<file path="src/mme_pkg.sv">
package mme_pkg;

  localparam int MAX_DIM     = 8;
  localparam int STORE_DEPTH = MAX_DIM * MAX_DIM;
  localparam int IDX_W       = $clog2(STORE_DEPTH);
  localparam int CNT_W       = $clog2(MAX_DIM);
  localparam int DIM_W       = 4;
  localparam int ELEM_W      = 16;
  localparam int PROD_W      = 2 * ELEM_W;
  localparam int ACC_W       = 40;

  localparam logic [1:0] OP_LOAD_A = 2'd0;
  localparam logic [1:0] OP_LOAD_B = 2'd1;
  localparam logic [1:0] OP_START  = 2'd2;

  localparam logic [1:0] REG_A_ROWS = 2'd0;
  localparam logic [1:0] REG_A_COLS = 2'd1;
  localparam logic [1:0] REG_B_ROWS = 2'd2;
  localparam logic [1:0] REG_B_COLS = 2'd3;

  typedef struct packed {
    logic valid;
    logic first;
  } mac_ctl_t;

  function automatic logic [DIM_W-1:0] used_dim(input logic [DIM_W-1:0] v);
    logic [DIM_W-1:0] r;
    if (v == '0) begin
      r = DIM_W'(1);
    end else if (v > DIM_W'(MAX_DIM)) begin
      r = DIM_W'(MAX_DIM);
    end else begin
      r = v;
    end
    return r;
  endfunction

endpackage

</file>
<file path="src/matrix_multiply_engine_top.sv">
// matrix multiply engine, C = A * B on signed Q8.8 elements
// input stream: s_tuser carries op (0 load A, 1 load B, 2 start), s_tdata
// carries the row-major element index and the Q8.8 value
// load transfers are taken one per cycle whenever the block is idle and
// produce no result
// a start checks a_cols against b_rows (registers clamped to 1..8); on a
// mismatch the output state sends one result with status 1 and tlast high
// otherwise the product is sent in row-major order as signed Q24.16 values with
// row and column, tlast on the final element
// each product element takes one inner step per cycle through the single
// shared multiply-accumulate unit, then a drain of its read and multiply
// registers, then a load of the output register
// s_tready stays low from a start until its last result is in the output
// register; a stalled receiver holds the sequencer in its output state
// reset restores every dimension register to 1 and empties the output;
// element stores keep their contents and must be loaded before a start
module matrix_multiply_engine_top
  import mme_pkg::*;
(
  input  logic        clk,
  input  logic        rst,
  input  logic        s_tvalid,
  output logic        s_tready,
  input  logic [23:0] s_tdata,   // elem_index, elem_value
  input  logic [1:0]  s_tuser,   // op
  output logic        m_tvalid,
  input  logic        m_tready,
  output logic [47:0] m_tdata,   // product_value, out_row, out_col
  output logic [0:0]  m_tuser,   // status
  output logic        m_tlast,
  input  logic        cfg_we,
  input  logic [1:0]  cfg_index,
  input  logic [3:0]  cfg_wdata
);

  localparam logic [1:0] ST_IDLE    = 2'd0;
  localparam logic [1:0] ST_ISSUE   = 2'd1;
  localparam logic [1:0] ST_DRAIN   = 2'd2;
  localparam logic [1:0] ST_DELIVER = 2'd3;

  logic [1:0]        state;
  logic [DIM_W-1:0]  a_rows, a_cols, b_rows, b_cols;
  logic [DIM_W-1:0]  dim_m, dim_n, dim_q;
  logic [CNT_W-1:0]  row, col, kk;
  logic [IDX_W-1:0]  a_base, b_ptr;
  logic              drain_cnt;
  logic              err;

  logic [ELEM_W-1:0] a_mem [STORE_DEPTH];
  logic [ELEM_W-1:0] b_mem [STORE_DEPTH];
  logic [ELEM_W-1:0] a_rdata, b_rdata;

  logic              in_xfer;
  logic [1:0]        op;
  logic [IDX_W-1:0]  elem_index;
  logic [ELEM_W-1:0] elem_value;
  logic [IDX_W-1:0]  a_addr;
  logic              out_free;
  logic              k_done, col_done, row_done;
  logic [DIM_W-1:0]  used_m, used_n, used_p, used_q;
  mac_ctl_t          ctl_issue, ctl_rd;
  logic signed [ACC_W-1:0] acc;

  assign op         = s_tuser;
  assign elem_index = s_tdata[IDX_W-1:0];
  assign elem_value = s_tdata[IDX_W+ELEM_W-1:IDX_W];
  assign s_tready   = (state == ST_IDLE);
  assign in_xfer    = s_tvalid && s_tready;
  assign out_free   = !m_tvalid || m_tready;

  assign used_m = used_dim(a_rows);
  assign used_n = used_dim(a_cols);
  assign used_p = used_dim(b_rows);
  assign used_q = used_dim(b_cols);

  assign a_addr   = a_base + IDX_W'(kk);
  assign k_done   = ({1'b0, kk} == dim_n - DIM_W'(1));
  assign col_done = ({1'b0, col} == dim_q - DIM_W'(1));
  assign row_done = ({1'b0, row} == dim_m - DIM_W'(1));

  assign ctl_issue.valid = (state == ST_ISSUE);
  assign ctl_issue.first = (kk == '0);

  // element stores
  always_ff @(posedge clk) begin
    if (in_xfer && op == OP_LOAD_A) begin
      a_mem[elem_index] <= elem_value;
    end
    if (in_xfer && op == OP_LOAD_B) begin
      b_mem[elem_index] <= elem_value;
    end
    a_rdata <= a_mem[a_addr];
    b_rdata <= b_mem[b_ptr];
  end

  always_ff @(posedge clk) begin
    if (rst) begin
      ctl_rd <= '0;
    end else begin
      ctl_rd <= ctl_issue;
    end
  end

  mme_mac u_mac (
    .clk (clk),
    .ctl (ctl_rd),
    .a   (a_rdata),
    .b   (b_rdata),
    .acc (acc)
  );

  always_ff @(posedge clk) begin
    if (rst) begin
      a_rows <= DIM_W'(1);
      a_cols <= DIM_W'(1);
      b_rows <= DIM_W'(1);
      b_cols <= DIM_W'(1);
    end else if (cfg_we) begin
      case (cfg_index)
        REG_A_ROWS: a_rows <= cfg_wdata;
        REG_A_COLS: a_cols <= cfg_wdata;
        REG_B_ROWS: b_rows <= cfg_wdata;
        REG_B_COLS: b_cols <= cfg_wdata;
        default: ;
      endcase
    end
  end

  // sequencer
  always_ff @(posedge clk) begin
    if (rst) begin
      state     <= ST_IDLE;
      m_tvalid  <= 1'b0;
      err       <= 1'b0;
      drain_cnt <= 1'b0;
    end else begin
      if (state == ST_DELIVER && out_free) begin
        m_tvalid <= 1'b1;
      end else if (m_tready) begin
        m_tvalid <= 1'b0;
      end
      case (state)
        ST_IDLE: begin
          if (in_xfer && op == OP_START) begin
            dim_m  <= used_m;
            dim_n  <= used_n;
            dim_q  <= used_q;
            row    <= '0;
            col    <= '0;
            kk     <= '0;
            a_base <= '0;
            b_ptr  <= '0;
            if (used_n != used_p) begin
              err   <= 1'b1;
              state <= ST_DELIVER;
            end else begin
              err   <= 1'b0;
              state <= ST_ISSUE;
            end
          end
        end
        ST_ISSUE: begin
          kk    <= kk + CNT_W'(1);
          b_ptr <= b_ptr + IDX_W'(dim_q);
          if (k_done) begin
            drain_cnt <= 1'b0;
            state     <= ST_DRAIN;
          end
        end
        ST_DRAIN: begin
          drain_cnt <= 1'b1;
          if (drain_cnt) begin
            state <= ST_DELIVER;
          end
        end
        ST_DELIVER: begin
          if (out_free) begin
            if (err) begin
              m_tdata <= '0;
              m_tuser <= 1'b1;
              m_tlast <= 1'b1;
              state   <= ST_IDLE;
            end else begin
              m_tdata <= {2'b00, col, row, acc};
              m_tuser <= 1'b0;
              m_tlast <= row_done && col_done;
              kk      <= '0;
              if (row_done && col_done) begin
                state <= ST_IDLE;
              end else begin
                state <= ST_ISSUE;
              end
              if (col_done) begin
                col    <= '0;
                b_ptr  <= '0;
                row    <= row + CNT_W'(1);
                a_base <= a_base + IDX_W'(dim_n);
              end else begin
                col   <= col + CNT_W'(1);
                b_ptr <= IDX_W'(col) + IDX_W'(1);
              end
            end
          end
        end
        default: state <= ST_IDLE;
      endcase
    end
  end

endmodule

</file>
<file path="src/mme_mac.sv">
module mme_mac
  import mme_pkg::*;
(
  input  logic                     clk,
  input  mac_ctl_t                 ctl,
  input  logic signed [ELEM_W-1:0] a,
  input  logic signed [ELEM_W-1:0] b,
  output logic signed [ACC_W-1:0]  acc
);

  logic signed [PROD_W-1:0] prod;
  mac_ctl_t                 ctl_d;
  logic signed [ACC_W-1:0]  prod_ext;

  assign prod_ext = ACC_W'(prod);

  always_ff @(posedge clk) begin
    prod  <= PROD_W'(a) * PROD_W'(b);
    ctl_d <= ctl;
    if (ctl_d.valid) begin
      if (ctl_d.first) begin
        acc <= prod_ext;
      end else begin
        acc <= acc + prod_ext;
      end
    end
  end

endmodule

</file>
<file path="config.mk">
export PLATFORM = sky130hd
export DESIGN_NAME = matrix_multiply_engine_top
export DESIGN_NICKNAME = d
export VERILOG_FILES = /design/src/mme_pkg.sv /design/src/matrix_multiply_engine_top.sv /design/src/mme_mac.sv
export SDC_FILE = /design/constraint.sdc
export NUM_CORES = 2
export LEC_CHECK = 0
export BUFFER_PORTS_ARGS = -buffer_cell sky130_fd_sc_hd__buf_4
export CORE_MARGIN = 3
export CORE_UTILIZATION = 55
export CTS_CLUSTER_SIZE = 28
export DETAILED_ROUTE_END_ITERATION = 16
export PLACE_DENSITY_LB_ADDON = 0.3
export SLEW_MARGIN = 20
export SYNTH_ARGS = -nofsm -noshare
export SYNTH_HDL_FRONTEND = slang
export SYNTH_SLANG_ARGS = --single-unit
</file>
<file path="constraint.sdc">
create_clock -name clk -period 5.6 [get_ports clk]
set_input_delay 1.12 -clock clk [delete_from_list [all_inputs] [get_ports clk]]
set_output_delay 1.12 -clock clk [all_outputs]
set_load 0.01 [all_outputs]
</file>
==> results.yml <==
sta:
  setup_viol: 1
  worst_pin_slew_ns: 1.20
  slew_headroom_pct: 19.6
  fin_crit_ns: 5.61
  finalCritPeriodShare_pct: 100
  finClkSkew_ns: 0.0850
  hold_viol_final: 0
  fmax_ghz: 0.178
  rsz0062_at_grt: "yes"
  setup_slack_ns: -0.00875
  maxSlewViolCount: 0
  setup_tns_ns: -0.00875
floorplanning:
  dieArea_mm2: 0.182
  die_w_um: 427
  io_pins: 89
  die_y_um: 427
  rows: 153
  start_util_pct: 55.7
  coreArea_mm2: 0.175
grt:
  antenna_found_initial: 16
  grt_first_pass_wirelength_mm: 339
  gr-usage-met2_pct: 40.0
  grt_pass1_vias: 50236
  grt_start_max_net_pins: 124
  met1_usage_pct: 37.0
  grtUsageMet3_pct: 5.57
  gr-total-overflow: 0
  grt_util_all_layers_pct: 25.5
  grt-busiest-layer: "met2"
cells_and_area:
  most-common-layout-cells: "edfxtp_1 (2169), mux4_2 (672), buf_4 (389)"
  drive_gt1_share_pct: 27.5
  multi_input_area_mm2: 0.0289
  register_area_mm2: 0.0670
  stdcell_count: 7905
  fin_nets: 5843
  nFillCells: 11709
  fin_area_mm2: 0.110
  area_growth_pct: 13.2
  final_common_cell: "edfxtp_1"
route:
  drc_errors: 0
  dr.pass1.iters: 5
  detail-route-antenna-nets: 0
  wire_per_inst_um: 28.7
  vias_per_cell: 6.20
  drt-initial-drc-count: 6079
  wirelength_mm: 227
  vias: 48972
outcome:
  violations: "negative setup slack"
  status: "complete, but fails checks"
synth:
  synth_top_cell_by_area: "edfxtp_1"
  ys_seq_area_share_pct: 68.6
  yosys_warnings: 0
  synth_cells: 4980
  synth_area_leaders: "edfxtp_1 (67%), mux4_2 (16%), fa_1 (5.5%)"
  syn_area_mm2: 0.0975
  ys_types: 71
  synth_edf_count: 2169
  async_reset_ff_share_pct: 0
  syn_avg_cell_area_um2: 19.6
  synth_flop_cell: "edfxtp_1"
  yosysTopAreaCellShare_pct: 66.8
  ys_seq_elements: 2258
placed_design:
  numPortBuffers: 84
  gp_congestion: 0.870
  place_ws_ns: -0.496
  place_hpwl_mm: 135
  dp_cells: 7492
  postPlaceCellArea_mm2: 0.103
cts:
  cts_buffers: 212
  htreeDepth: 4
  cts_sinks: 2258
  cts_tree: "yes"
  clk_pin_slew_ns: 0.06
  cts_buffer_depth: 3
  clk_latency_ns: 0.88
  cts-root-buf: "clkbuf_16"
critical_path:
  r2r-start: "a_rdata[7]"
  cp-start-kind: "flop"
  critical_path_class: "flop to flop"
  arrival_ns: 6.34
  critPathCaptureType: "flop"
  worstPathRequired_ns: 6.33
  reg2reg_slack_ns: -0.009
  critPathMaxFanout: 5
  reg2reg_depth: 23
  timing.rr.end: "u_mac.prod[24]"
min_path:
  hold_path_end: "u_mac.ctl_d[0]"
  min_path_cells: 0
  hold_start: "ctl_rd[0]"
  hold_class: "flop to flop"
flow_run:
  drv_cap: 0
[layout make-up]
cell class / instances / area share, %
Antenna cell: 8 / 0.0181
Clock buffer: 263 / 5.05
Clock inverter: 126 / 1.06
Inverter: 333 / 1.13
Multi-Input combinational cell: 2167 / 26.2
Sequential cell: 2258 / 60.7
Tap cell: 2325 / 2.64
Timing Repair Buffer: 425 / 3.22
[worst max-delay path by stage]
stage | startpoint | end | slack (ns) | cells past startpoint
final | a_rdata[7] | u_mac.prod[24] | -0.009 | 23
after global routing | b_rdata[4] | u_mac.prod[31] | -0.20 | 22
after CTS | a_rdata[12] | u_mac.prod[31] | -0.04 | 21
after detailed placement | b_rdata[1] | u_mac.prod[24] | -0.50 | 23
after global placement | b_rdata[1] | u_mac.prod[24] | -0.45 | 21
after floorplan | b_rdata[1] | u_mac.prod[31] | 0.005 | 21
[flip-flops by register name (all words and copies together) (netlist names), 16 cells and up]
name and cells:
a_mem 1024, b_mem 1024, m_tdata 46, u_mac.acc 40
u_mac.prod 32, a_rdata 16, b_rdata 16
[repair_timing]
| item | CTS | global route |
|---|---|---|
| hold buffers | 0 | 0 |
| setup buffers | 5 | 9 |
| resized for setup | 85 | 68 |
| endpoints found under the setup margin | 13 | 13 |
| cloned | 0 | 1 |
| pin swaps | 31 | 40 |
[synth_stat cells, types with 16 or more instances]
cell         n
ha_1       143
and2_1     137
xnor2_1     65
mux4_2     672
nand2_1    187
clkbuf_1   145
nand3_1     19
xor2_1      29
edfxtp_1  2169
nor3_1      19
o21ai_0     69
a21o_1      33
mux2i_1     16
fa_1       266
nor2b_1     64
nor2_1     219
a21oi_1     62
a211oi_1    18
inv_1      332
buf_2       62
dfxtp_1     89
[per-layer routing]
metal	part of all wire (%)	wire, um	vias up
met5	0.044	99	-
met4	2.8	6340	14
met3	9.9	22400	424
met2	48	109000	2509
met1	39	89200	25677
li1	-	-	20348
[critical path: stages (launching register included)]
cell      delay [ns]
dfxtp_4         0.40
buf_6           0.13
nand2_2         0.05
fa_1            0.49
inv_2           0.04
fa_1            0.48
fa_1            0.60
fa_2            0.45
fa_1            0.48
inv_1           0.05
fa_1            0.49
inv_2           0.05
ha_4            0.15
buf_4           0.13
a211oi_4        0.22
o211ai_1        0.16
a41oi_2         0.29
o21ai_2         0.14
buf_4           0.15
nand2_2         0.08
a21oi_2         0.07
o21a_1          0.18
nor2_2          0.11
xnor2_1         0.11
[stage by stage]
stage          utilization, %  hold WS, ns
2_1_floorplan               -        0.310
3_3_place_gp             58.8        0.315
3_5_place_dp             58.8        0.313
4_1_cts                  62.9        0.327
5_1_grt                  63.0        0.339
6_report                 63.1        0.326
[cells by family (layout without fill, tap and decap cells)]
family                   count (synthesis)  after routing  synth area share (%)
other                                    1             10               0.00385
AND/OR/NAND/NOR                        702            702                  3.44
multiplexers                           690            690                  15.7
AO/OA/AOI/OAI                          269            269                  1.79
adder cells (fa/ha/maj)                409            409                  7.30
XOR/XNOR                                95             95                 0.861
buffers and inverters                  556           1147                  2.24
flip-flops                            2258           2258                  68.6
Power is not shown: default switching activity piles up to over one toggle a cycle in this logic, so the estimate is an artifact.
